[src/hdl/lgs_pkg.sv]
`timescale 1ns / 1ps
`default_nettype none
// ---------------------------------------------------------------------------
// lgs_pkg
// Shared types and constants of the LED grayscale serializer.
// ---------------------------------------------------------------------------
package lgs_pkg;

  localparam int STORE_WORDS_DEF = 64;
  localparam int LEVEL_BITS_DEF  = 12;
  localparam int GRAY_PULSES_DEF = 4096;

  localparam int CHANNELS       = 16;
  localparam int WORDS_PER_CHAN = 4;
  localparam int WORDS_PER_DRV  = 16;
  localparam int DC_BITS        = 96;
  localparam int DRV_RESET      = 4;

  typedef enum logic [1:0] {
    CMD_TICK  = 2'd0,
    CMD_SET   = 2'd1,
    CMD_WRITE = 2'd2,
    CMD_DOTC  = 2'd3
  } cmd_t;

  typedef enum logic [15:0] {
    P_IDLE    = 16'h0001,
    P_W_START = 16'h0002,
    P_W_SLO   = 16'h0004,
    P_W_SHI   = 16'h0008,
    P_W_CEND  = 16'h0010,
    P_W_LHI   = 16'h0020,
    P_W_LLO   = 16'h0040,
    P_W_BHI   = 16'h0080,
    P_W_GHI   = 16'h0100,
    P_W_GLO   = 16'h0200,
    P_D_SLO   = 16'h0400,
    P_D_SHI   = 16'h0800,
    P_D_LHI   = 16'h1000,
    P_D_LLO   = 16'h2000,
    P_D_CHI   = 16'h4000,
    P_D_CLO   = 16'h8000
  } phase_t;

  typedef struct packed {
    logic gck;
    logic blk;
    logic mode;
    logic lat;
    logic dat;
    logic sclk;
  } pins_t;

  typedef struct packed {
    logic  busy;
    logic  busy_nxt;
    pins_t pins;
    pins_t pins_nxt;
  } seq_stat_t;

endpackage
`default_nettype wire

[src/hdl/lgs_ram.sv]
`timescale 1ns / 1ps
`default_nettype none
// ---------------------------------------------------------------------------
// lgs_ram
// Generic single-write, single-read RAM with registered read data.
// ---------------------------------------------------------------------------
module lgs_ram #(
  parameter int WIDTH = 12,
  parameter int DEPTH = 16
) (
  input  logic                     clk,
  input  logic                     we,
  input  logic [$clog2(DEPTH)-1:0] waddr,
  input  logic [WIDTH-1:0]         wdata,
  input  logic                     re,
  input  logic [$clog2(DEPTH)-1:0] raddr,
  output logic [WIDTH-1:0]         rdata
);

  logic [WIDTH-1:0] mem_r [DEPTH];
  logic [WIDTH-1:0] rdata_r;

  always_ff @(posedge clk) begin
    if (we) begin
      mem_r[waddr] <= wdata;
    end
    if (re) begin
      rdata_r <= mem_r[raddr];
    end
  end

  assign rdata = rdata_r;

endmodule
`default_nettype wire

[src/hdl/lgs_seq.sv]
`timescale 1ns / 1ps
`default_nettype none
// ---------------------------------------------------------------------------
// lgs_seq
// Pin sequencer: phase, word/bit/pulse counters and pin levels, one step
// per transaction. Issues the level store read for the word it shifts next.
// ---------------------------------------------------------------------------
module lgs_seq
  import lgs_pkg::*;
#(
  parameter int STORE_WORDS = STORE_WORDS_DEF,
  parameter int LEVEL_BITS  = LEVEL_BITS_DEF,
  parameter int GRAY_PULSES = GRAY_PULSES_DEF
) (
  input  logic                             clk,
  input  logic                             rst_n,
  input  logic                             step,
  input  cmd_t                             cmd,
  input  logic [2:0]                       drivers,
  input  logic [LEVEL_BITS-1:0]            rd_level,
  output logic [$clog2(STORE_WORDS)-3:0]   rd_row,
  output seq_stat_t                        stat
);

  localparam int WORD_W = $clog2(STORE_WORDS);
  localparam int BIT_W  = $clog2(DC_BITS + 1);
  localparam int BSEL_W = $clog2(LEVEL_BITS);
  localparam int GCNT_W = $clog2(GRAY_PULSES + 1);

  phase_t              phase_r, phase_nxt, eff;
  logic [WORD_W-1:0]   word_r, word_nxt, start_word;
  logic [BIT_W-1:0]    bit_r, bit_nxt;
  logic [GCNT_W-1:0]   gcnt_r, gcnt_nxt;
  pins_t               pins_r, pins_nxt;
  logic                start_wr, start_dc;

  assign start_wr   = (phase_r == P_IDLE) && (cmd == CMD_WRITE);
  assign start_dc   = (phase_r == P_IDLE) && (cmd == CMD_DOTC);
  assign start_word = WORD_W'(int'(drivers) * WORDS_PER_DRV - 1);

  always_comb begin
    eff       = start_wr ? P_W_START : (start_dc ? P_D_SLO : phase_r);
    phase_nxt = phase_r;
    word_nxt  = word_r;
    bit_nxt   = start_dc ? '0 : bit_r;
    gcnt_nxt  = gcnt_r;
    pins_nxt  = pins_r;
    case (eff)
      P_W_START: begin
        pins_nxt.blk = 1'b0;
        pins_nxt.lat = 1'b0;
        word_nxt     = start_word;
        bit_nxt      = BIT_W'(LEVEL_BITS - 1);
        phase_nxt    = P_W_SLO;
      end
      P_W_SLO: begin
        pins_nxt.sclk = 1'b0;
        pins_nxt.dat  = rd_level[bit_r[BSEL_W-1:0]];
        phase_nxt     = P_W_SHI;
      end
      P_W_SHI: begin
        pins_nxt.sclk = 1'b1;
        if (bit_r != '0) begin
          bit_nxt   = bit_r - 1'b1;
          phase_nxt = P_W_SLO;
        end else if (word_r != '0) begin
          word_nxt  = word_r - 1'b1;
          bit_nxt   = BIT_W'(LEVEL_BITS - 1);
          phase_nxt = P_W_SLO;
        end else begin
          phase_nxt = P_W_CEND;
        end
      end
      P_W_CEND: begin
        pins_nxt.sclk = 1'b0;
        phase_nxt     = P_W_LHI;
      end
      P_W_LHI: begin
        pins_nxt.lat = 1'b1;
        phase_nxt    = P_W_LLO;
      end
      P_W_LLO: begin
        pins_nxt.lat = 1'b0;
        phase_nxt    = P_W_BHI;
      end
      P_W_BHI: begin
        pins_nxt.blk = 1'b1;
        gcnt_nxt     = '0;
        phase_nxt    = P_W_GHI;
      end
      P_W_GHI: begin
        pins_nxt.gck = 1'b1;
        phase_nxt    = P_W_GLO;
      end
      P_W_GLO: begin
        pins_nxt.gck = 1'b0;
        gcnt_nxt     = gcnt_r + 1'b1;
        phase_nxt    = (gcnt_nxt >= GCNT_W'(GRAY_PULSES)) ? P_IDLE : P_W_GHI;
      end
      P_D_SLO: begin
        pins_nxt.lat  = 1'b0;
        pins_nxt.mode = 1'b1;
        pins_nxt.sclk = 1'b0;
        pins_nxt.dat  = 1'b1;
        phase_nxt     = P_D_SHI;
      end
      P_D_SHI: begin
        pins_nxt.sclk = 1'b1;
        bit_nxt       = bit_r + 1'b1;
        phase_nxt     = (bit_nxt >= BIT_W'(DC_BITS)) ? P_D_LHI : P_D_SLO;
      end
      P_D_LHI: begin
        pins_nxt.lat = 1'b1;
        phase_nxt    = P_D_LLO;
      end
      P_D_LLO: begin
        pins_nxt.lat = 1'b0;
        phase_nxt    = P_D_CHI;
      end
      P_D_CHI: begin
        pins_nxt.sclk = 1'b1;
        phase_nxt     = P_D_CLO;
      end
      P_D_CLO: begin
        pins_nxt.sclk = 1'b0;
        phase_nxt     = P_IDLE;
      end
      default: begin
        phase_nxt = P_IDLE;
      end
    endcase
  end

  always_ff @(posedge clk) begin
    if (!rst_n) begin
      phase_r <= P_IDLE;
      word_r  <= '0;
      bit_r   <= '0;
      gcnt_r  <= '0;
      pins_r  <= '0;
    end else if (step) begin
      phase_r <= phase_nxt;
      word_r  <= word_nxt;
      bit_r   <= bit_nxt;
      gcnt_r  <= gcnt_nxt;
      pins_r  <= pins_nxt;
    end
  end

  // four words of a channel share one store row
  assign rd_row = word_nxt[WORD_W-1:2];

  assign stat.busy     = (phase_r != P_IDLE);
  assign stat.busy_nxt = (phase_nxt != P_IDLE);
  assign stat.pins     = pins_r;
  assign stat.pins_nxt = pins_nxt;

endmodule
`default_nettype wire

[src/hdl/led_grayscale_serializer.sv]
`timescale 1ns / 1ps
`default_nettype none
// ---------------------------------------------------------------------------
// led_grayscale_serializer
// Tick-driven pin sequencer for chained 16-channel LED PWM drivers.
//
//   channel  handshake          payload
//   in       in_valid/in_stall  in_cmd, in_channel, in_level
//   out      out_valid/out_stall pin levels, out_busy_res, out_rejected
//   cfg      cfg_valid/cfg_ready cfg_data (driver count)
//
// One transaction per cycle while in_stall is low; each produces one result
// in the next cycle through the output register. The level store row for the next shifted
// word is read on every transaction, so the registered RAM read data is ready
// for the following step. Reset clears per-row valid bits at once; there is
// no clearing pass. in_stall is high only while a result waits under
// out_stall.
// ---------------------------------------------------------------------------
module led_grayscale_serializer
  import lgs_pkg::*;
#(
  parameter int STORE_WORDS = STORE_WORDS_DEF,
  parameter int LEVEL_BITS  = LEVEL_BITS_DEF,
  parameter int GRAY_PULSES = GRAY_PULSES_DEF
) (
  input  logic        clk,
  input  logic        rst_n,
  input  logic        in_valid,
  output logic        in_stall,
  input  logic [1:0]  in_cmd,
  input  logic [7:0]  in_channel,
  input  logic [15:0] in_level,
  output logic        out_valid,
  input  logic        out_stall,
  output logic        out_serial_clock,
  output logic        out_serial_data,
  output logic        out_latch_pin,
  output logic        out_mode_pin,
  output logic        out_blank_pin,
  output logic        out_gray_clock,
  output logic        out_busy_res,
  output logic        out_rejected,
  input  logic        cfg_valid,
  output logic        cfg_ready,
  input  logic [2:0]  cfg_data
);

  localparam int ROWS      = (STORE_WORDS + WORDS_PER_CHAN - 1) / WORDS_PER_CHAN;
  localparam int ROW_W     = $clog2(STORE_WORDS) - 2;
  localparam int MAX_DRV   = STORE_WORDS / WORDS_PER_DRV;
  localparam int LEVEL_TOP = (1 << LEVEL_BITS) - 1;

  logic [2:0]            drv_cfg_r, drivers;
  logic                  accept, chan_ok, set_we, reject;
  cmd_t                  cmd;
  logic [ROW_W-1:0]      wr_row, rd_row;
  logic [LEVEL_BITS-1:0] wr_level, rd_data, rd_level;
  logic [ROWS-1:0]       vld_r;
  logic                  rd_vld_r;
  logic                  out_valid_r;
  pins_t                 out_pins_r;
  logic                  out_busy_r, out_rej_r;
  seq_stat_t             stat;

  assign cfg_ready = 1'b1;

  always_ff @(posedge clk) begin
    if (!rst_n) begin
      drv_cfg_r <= 3'(DRV_RESET);
    end else if (cfg_valid && cfg_ready) begin
      drv_cfg_r <= cfg_data;
    end
  end

  always_comb begin
    drivers = drv_cfg_r;
    if (drv_cfg_r == 3'd0) begin
      drivers = 3'd1;
    end else if (int'(drv_cfg_r) > MAX_DRV) begin
      drivers = 3'(MAX_DRV);
    end
  end

  assign cmd      = cmd_t'(in_cmd);
  assign in_stall = out_valid_r && out_stall;
  assign accept   = in_valid && !in_stall;

  assign chan_ok  = (in_channel != 8'd0) && (in_channel <= 8'(CHANNELS)) &&
                    (int'(in_channel) * WORDS_PER_CHAN <= STORE_WORDS);
  assign set_we   = accept && !stat.busy && (cmd == CMD_SET) && chan_ok;
  assign wr_row   = ROW_W'(in_channel - 8'd1);
  assign wr_level = (int'(in_level) > LEVEL_TOP) ? LEVEL_BITS'(LEVEL_TOP)
                                                 : in_level[LEVEL_BITS-1:0];
  assign reject   = stat.busy ? (cmd != CMD_TICK) : ((cmd == CMD_SET) && !chan_ok);

  lgs_ram #(
    .WIDTH (LEVEL_BITS),
    .DEPTH (ROWS)
  ) u_store (
    .clk   (clk),
    .we    (set_we),
    .waddr (wr_row),
    .wdata (wr_level),
    .re    (accept),
    .raddr (rd_row),
    .rdata (rd_data)
  );

  always_ff @(posedge clk) begin
    if (!rst_n) begin
      vld_r    <= '0;
      rd_vld_r <= 1'b0;
    end else begin
      if (set_we) begin
        vld_r[wr_row] <= 1'b1;
      end
      if (accept) begin
        rd_vld_r <= vld_r[rd_row];
      end
    end
  end

  assign rd_level = rd_vld_r ? rd_data : '0;

  lgs_seq #(
    .STORE_WORDS (STORE_WORDS),
    .LEVEL_BITS  (LEVEL_BITS),
    .GRAY_PULSES (GRAY_PULSES)
  ) u_seq (
    .clk      (clk),
    .rst_n    (rst_n),
    .step     (accept),
    .cmd      (cmd),
    .drivers  (drivers),
    .rd_level (rd_level),
    .rd_row   (rd_row),
    .stat     (stat)
  );

  always_ff @(posedge clk) begin
    if (!rst_n) begin
      out_valid_r <= 1'b0;
    end else if (accept) begin
      out_valid_r <= 1'b1;
    end else if (!out_stall) begin
      out_valid_r <= 1'b0;
    end
  end

  always_ff @(posedge clk) begin
    if (accept) begin
      out_pins_r <= stat.pins_nxt;
      out_busy_r <= stat.busy_nxt;
      out_rej_r  <= reject;
    end
  end

  assign out_valid        = out_valid_r;
  assign out_serial_clock = out_pins_r.sclk;
  assign out_serial_data  = out_pins_r.dat;
  assign out_latch_pin    = out_pins_r.lat;
  assign out_mode_pin     = out_pins_r.mode;
  assign out_blank_pin    = out_pins_r.blk;
  assign out_gray_clock   = out_pins_r.gck;
  assign out_busy_res     = out_busy_r;
  assign out_rejected     = out_rej_r;

`ifndef NO_ASSERTIONS
  a_mode_sticky: assert property (@(posedge clk)
    (rst_n && $past(rst_n) && $past(stat.pins.mode)) |-> stat.pins.mode)
    else $error("mode pin dropped outside reset");

  a_busy_reject: assert property (@(posedge clk) disable iff (!rst_n)
    (accept && stat.busy && (cmd != CMD_TICK)) |=> out_rejected)
    else $error("command during sequence not rejected");

  a_gck_blank: assert property (@(posedge clk) disable iff (!rst_n)
    stat.pins.gck |-> stat.pins.blk)
    else $error("grayscale clock high while blank low");
`endif

endmodule
`default_nettype wire

[config.mk]
export PLATFORM = sky130hd
export DESIGN_NAME = led_grayscale_serializer
export DESIGN_NICKNAME = d
export VERILOG_FILES = /design/src/hdl/lgs_pkg.sv /design/src/hdl/lgs_ram.sv /design/src/hdl/lgs_seq.sv /design/src/hdl/led_grayscale_serializer.sv
export SDC_FILE = /design/constraint.sdc
export NUM_CORES = 1
export LEC_CHECK = 0
export ABC_AREA = 0
export BUFFER_PORTS_ARGS = -buffer_cell sky130_fd_sc_hd__buf_2
export CORE_UTILIZATION = 65
export DETAILED_ROUTE_END_ITERATION = 10
export GPL_TIMING_DRIVEN = 0
export HOLD_SLACK_MARGIN = 0.03
export PLACE_DENSITY = 0.83
export SLEW_MARGIN = 15
export SYNTH_ARGS = -nofsm -noshare
export SYNTH_HDL_FRONTEND = slang
export SYNTH_SLANG_ARGS = --single-unit
[constraint.sdc]
create_clock -name clk -period 9.9 [get_ports clk]
set_input_delay 0.495 -clock clk [delete_from_list [all_inputs] [get_ports clk]]
set_output_delay 0.495 -clock clk [all_outputs]
set_load 0.05 [all_outputs]
Yosys cells after proc, flatten, opt, wreduce, memory -nomap -nowiden
Memories as Yosys holds them, arrays and structs flattened. A register that Yosys moved wholly into a read port is not among the register bits.
Cells that the tools add are included.
{"block": "word_totals", "ff_bits": 77, "ramBits": 192, "inputBits": 34, "out_inout_bits": 11, "word_cells": 128, "mem_count": 1}
{"block": "op_classes", "add_sub_neg": 6, "n_lt_le_gt_ge": 10, "eq_ne": 24, "mux": 36, "bitwise": 1, "reduce_logical": 27}
{"memory": "u_store.mem_r", "depth": 16, "width": 12, "read_ports": 1, "rd_clocked_by_memory_dff": 1, "write_ports": 1, "line_no": "lgs_ram.sv:20", "text": "logic [WIDTH-1:0] mem_r [DEPTH];"}
{"op": "case mux 16 bit (14 select lines)", "count": 1}
{"op": "2-to-1 mux 16 bit", "count": 2}
{"op": "inequality test 16 x 1 -> 1 bit, second input constant", "count": 2}
{"op": "case mux 13 bit (2 select lines)", "count": 1}
{"op": "2-to-1 mux 12 bit", "count": 2}
{"op": "2-to-1 mux 7 bit", "count": 3}
{"op": "case mux 7 bit (3 select lines)", "count": 1}
{"op": "equality test 16 x 1 -> 1 bit, second input constant", "count": 1}
{"op": "equality test 16 x 10 -> 1 bit, second input constant", "count": 1}
{"op": "equality test 16 x 11 -> 1 bit, second input constant", "count": 1}
{"op": "equality test 16 x 12 -> 1 bit, second input constant", "count": 1}
{"op": "equality test 16 x 13 -> 1 bit, second input constant", "count": 1}
{"op": "equality test 16 x 14 -> 1 bit, second input constant", "count": 1}
{"op": "equality test 16 x 15 -> 1 bit, second input constant", "count": 1}
{"op": "equality test 16 bit, second input constant", "count": 1}
{"op": "equality test 16 x 2 -> 1 bit, second input constant", "count": 1}
{"op": "equality test 16 x 3 -> 1 bit, second input constant", "count": 1}
{"op": "equality test 16 x 4 -> 1 bit, second input constant", "count": 1}
{"op": "equality test 16 x 5 -> 1 bit, second input constant", "count": 1}
{"op": "equality test 16 x 6 -> 1 bit, second input constant", "count": 1}
{"op": "equality test 16 x 7 -> 1 bit, second input constant", "count": 1}
{"op": "equality test 16 x 8 -> 1 bit, second input constant", "count": 1}
{"op": "equality test 16 x 9 -> 1 bit, second input constant", "count": 1}
{"op": "greater-than comparator 16 x 12 -> 1 bit, second input constant", "count": 1}
{"op": "other kinds (39)", "count": 75}

Logic depth before layout (Yosys ltp)
{"block": "depth", "depth_word": 8, "depth_mapped": 13, "ltp_nobuf": 10}

By module
From an unflattened synthesis, not the netlist that was laid out.
{"block": "unflattened", "cells_unflattened": 871, "area_unflattened_um2": 12301.8}
{"mod": "lgs_ram", "instances": 1, "cells_per_inst": 329, "area_each_um2": 7719.9, "seq_area_each_um2": 6125.9}
{"mod": "lgs_seq", "instances": 1, "cells_per_inst": 414, "area_each_um2": 3139.3, "seq_area_each_um2": 940.9}
{"mod": "led_grayscale_serializer", "instances": 1, "cells_per_inst": 128, "area_each_um2": 1442.6, "seq_area_each_um2": 660.6}

Least setup slack after synthesis
OpenSTA, ideal clock, no wires.
{"block": "synth_timing", "kind": "register to register", "start": "register u_seq.phase_r[13]", "end": "memory u_store.mem_r[15][0] (enable)", "setup_time_ns": 0.421, "arrival_time_ns": 3.291, "required_ns": 9.479, "setup_slack_ns": 6.188, "path_stages_with_launch": 7, "period_less_slack_ns": 3.712, "cell_sequence": "dfxtp_1 clkbuf_1 nor3_1 nand3_2 or3b_1 or3_1 nor4b_1"}
{"block": "synth_between", "elab_chain_len": 7}
{"item": "start: declaration", "line_no": "lgs_seq.sv:30", "text": "phase_t phase_r, phase_nxt, eff;"}
{"item": "start signal: assignment", "line_no": "lgs_seq.sv:142", "text": "phase_r <= phase_nxt;"}
{"item": "inequality test 16 x 1 -> 1 bit", "line_no": "lgs_seq.sv:153", "text": "assign stat.busy = (phase_r != P_IDLE);"}
{"item": "logical NOT 1 bit", "line_no": "led_grayscale_serializer.sv:90", "text": "assign set_we = accept && !stat.busy && (cmd == CMD_SET) && chan_ok;"}
{"item": "logical AND 1 bit (3 in series)", "line_no": "led_grayscale_serializer.sv:90"}
{"item": "2-to-1 mux 1 bit", "line_no": "lgs_ram.sv:24", "text": "if (we) begin"}
{"item": "2-to-1 mux 1 bit (not written as such)", "line_no": "lgs_ram.sv:25", "text": "mem_r[waddr] <= wdata;"}
{"item": "end: declaration", "line_no": "lgs_ram.sv:20"}
No other way between the ends.

Worst setup path in the final report
{"block": "layout_timing", "start": "register u_seq.bit_r[0]", "end": "register u_store.rdata_r[7] (netlist: u_store.rdata[7]) (read register of u_store.mem_r) (data pin)"}
{"block": "layout_between", "elab_chain_len": 3}
{"item": "start: declaration", "line_no": "lgs_seq.sv:32", "text": "logic [BIT_W-1:0] bit_r, bit_nxt;"}
{"item": "start signal: assignment", "line_no": "lgs_seq.sv:144", "text": "bit_r <= bit_nxt;"}
{"item": "nonzero test 7 bit", "line_no": "lgs_seq.sv:63", "text": "if (bit_r != '0) begin"}
{"item": "2-to-1 mux 6 bit", "line_no": "lgs_seq.sv:63"}
{"item": "case mux 6 bit (2 select lines)", "line_no": "lgs_seq.sv:48", "text": "case (eff)"}
{"item": "end: declaration", "line_no": "lgs_ram.sv:21", "text": "logic [WIDTH-1:0] rdata_r;"}
No other way between the ends. The select of a mux whose other input is x is not followed.
A chain may end at the register's enable or synchronous reset.

==> summary.txt <==
Clock tree
  – Clock sinks: 280
  – Clock Latency Late Sink: 0.57 ns
  – CTS max path bufs: 3
  – CTS tree: yes
  – Total CTS buffers: 28
  – Post_cts resized: 0
  – Post-CTS Setup Inserts: 0
  – Hold buffers post-CTS: 0
  – Clock slew at reported path FFs: 0.07 ns
  – Root buffer cell: clkbuf_16
  – H-tree depth: 1

GRT
  – Vias in the first global route: 8576
  – M2 GR Usage: 53.4%
  – Largest net degree at the start of global routing: 30
  – GRT Residual Overflow: 0
  – Met1 global-route usage: 39.1%
  – Antenna violations before repair: 1
  – First-pass GRT wire length: 46400 microns
  – Met3 Usage GRT: 4.31%
  – Most used routing layer: met2
  – Total track usage: 31.3%

Layout
  – Area taken by multi-input logic gates: 4360 sq um
  – Area grow syn2layout: 12.0%
  – Layout Nets: 1160
  – Final instance area: 13900 sq um
  – Fin util: 74.2%
  – Fill cells: 1217
  – Share of cells above drive strength 1: 13.1%
  – Register Area: 7730 sq um

Worst setup path
  – Worst Setup Start Kind: flop
  – Critical Path, Cell by Cell: clkbuf_1 > inv_1 > ha_1 > nor4b_1 > nand4b_1 > o21a_1 > nor3_2 > buf_2 > buf_4 > mux2i_1 > a22oi_1 > o221ai_1
  – Worst EP arrival: 4.69 ns
  – Worst path top cell family by delay: simple AND/OR/NAND/NOR gates
  – Worst path max stage delay: 0.49 ns
  – Setup Crit Path Kind: reg2reg
  – CP Buf/Inv Count: 4
  – CP endpoint kind: flop
  – Worst EP required: 10.16 ns
  – Slowest-stage cell, CP: nor4b_1
  – Highest fanout seen on the critical path: 10

Yosys
  – Synth Flop Type: edfxtp_1
  – Async set or reset register ratio after synthesis: 0%
  – Cells after Synth: 1046
  – Yosys Warn Count: 0
  – Area share of the largest cell type after synthesis: 51.4%
  – Cell taking the most area after synthesis: edfxtp_1
  – Cell with the most instances after synthesis: edfxtp_1
  – Syn Std Cell Area: 12400 sq um
  – Seq cells post-synth: 280
  – Syn_nets: 1084
  – Number of flops mapped to enable cells by yosys: 212
  – Top post-synthesis cells by area: edfxtp_1 (51%), dfxtp_1 (11%), mux2i_1 (6.5%)
  – Sequential area share after synthesis: 62.4%
  – Syn Area/Cell: 11.8 sq um
  – Synth cell types: 78
  – Most frequent cells after synthesis: edfxtp_1 (212), nand2_1 (183), mux2i_1 (80)

Job
  – Max-Cap Viols: 0

Pwr
  – PD cells: 185 nW/um^2
  – Max VDD drop: 0.191 mV
  – Pleak: 5.45 nW
  – Total power: 0.00257 W

STA
  – Max Clk Rate: 226 MHz
  – Worst-margin pin slew: 0.878 ns
  – Pins Over Slew Limit: 0
  – Fin. Hold Viols: 0
  – Setup violators final: 0
  – Crit path time final: 4.42 ns
  – Post-route clock period utilization: 44.7%
  – Slew headroom: 41.4%
  – Fin Setup TNS: 0 ns
  – Unrepaired setup endpoints after global routing: false
  – Skew final: 0.0161 ns

Placement
  – Post-detail-place hpwl: 20000 microns
  – Routability Congestion: 0.960
  – Input/output buffers: 42
  – Placed cell area: 13000 sq um

Outcome
  – Status: finished clean

Route
  – Post-route ant nets: 0
  – First-pass DRT Iterations: 5
  – Total number of vias: 8904
  – Vias per inst: 6.47
  – Iter 0 DRT Violations: 1025
  – Wire length per cell: 21.9 microns
  – DRT Wirelength: 30100 microns
  – Drt drc: 0

Floorplanning
  – Die extent in x: 140 microns
  – Die footprint: 19600 sq um
  – Core Region: 18700 sq um
  – I/O pins: 45
  – Die Ht: 140 microns
  – Core Rows: 50
  – Starting density of the core: 66.3%

Hold path
  – Hold Crit Class: in2reg
[worst reg2reg max path, cell delays in order (launching register included)]
cell	delay, ns
dfxtp_1	0.37
clkbuf_1	0.27
inv_1	0.14
ha_1	0.25
nor4b_1	0.49
nand4b_1	0.29
o21a_1	0.30
nor3_2	0.49
buf_2	0.36
buf_4	0.28
mux2i_1	0.18
a22oi_1	0.46
o221ai_1	0.24
[sequential cells by signal, indices dropped and copies added (netlist names)]
register and flops:
out_serial_data 1, rd_vld_r 1, u_seq.word_r 6, out_busy_res 1, u_seq.gcnt_r 13, out_blank_pin 1, vld_r 16, out_gray_clock 1
u_seq.phase_r 15, out_rejected 1, out_mode_pin 1, u_store.mem_r 192, out_serial_clock 1, u_seq.bit_r 7, u_store.rdata 12, u_seq.stat 6
out_valid 1, drv_cfg_r 3, out_latch_pin 1
[power breakdown]
group	switching (W)	internal, W
registers	0.00000699	0.00127
clock network	0.000438	0.000604
logic	0.000171	0.0000853
total	0.000616	0.00196
[cell type report]
class / instances / area share [%]
flip-flops and latches: 280 / 55.7
multi-input cells: 695 / 31.4
clock buffers: 35 / 5.31
plain buffers: 56 / 2.12
well taps: 234 / 2.11
repair buffers: 46 / 1.74
clock inverters: 14 / 1.19
inverters: 15 / 0.406
diodes: 1 / 0.0180
[per-layer routing]
metal / wire, microns / vias to the layer above
met2: 14400 / 512
li1: - / 4030
met3: 2490 / 110
met5: 0 / -
met4: 1660 / 0
met1: 11500 / 4252
[kinds of logic after synthesis]
| logic type | count (synthesis) | synth area share, % |
|---|---|---|
| buffers and inverters | 71 | 2.82 |
| flip-flops | 280 | 62.4 |
| AO/OA/AOI/OAI | 176 | 9.53 |
| XOR/XNOR | 16 | 1.13 |
| adder cells (fa/ha/maj) | 4 | 0.404 |
| other | 1 | 0.0303 |
| AND/OR/NAND/NOR | 414 | 16.6 |
| multiplexers | 84 | 7.10 |
[per-stage QoR]
step,hold slack [ns],setup slack [ns],instances
after floorplan,0.432,6.19,1046
after global placement,0.439,4.78,1322
after detailed placement,0.448,5.71,1326
after CTS,0.154,5.65,1375
after global routing,0.176,5.24,1375
final,0.160,5.48,1376
[layout by cell type (no fill, tap or decap), drive strengths merged, types with 12 or more instances in the layout]
| cell | synthesis | routed |
|---|---|---|
| a21oi | 39 | 39 |
| nor4 | 14 | 14 |
| clkinv | 2 | 12 |
| inv | 13 | 13 |
| o21ai | 48 | 48 |
| nand3 | 37 | 37 |
| nor3 | 16 | 16 |
| o221ai | 13 | 13 |
| nand4 | 12 | 12 |
| nand2b | 16 | 16 |
| a22oi | 15 | 15 |
| nand2 | 183 | 183 |
| clkbuf | 31 | 66 |
| edfxtp | 212 | 212 |
| mux2i | 80 | 80 |
| dfxtp | 68 | 68 |
| nor2 | 74 | 74 |
| o21a | 17 | 17 |
| buf | 25 | 71 |
[final timing paths]
kind / from / end / slack [ns] / depth (start not counted)
max reg2reg: u_seq.bit_r[0] / u_store.rdata[7] / 5.48 / 12
max: u_seq.bit_r[0] / u_store.rdata[7] / 5.48 / 12
min: cfg_data[2] / drv_cfg_r[2] / 0.16 / 3
min reg2reg: u_seq.stat[9] / u_seq.stat[9] / 0.46 / 1
Note: power is estimated with default switching activity, not from simulation.
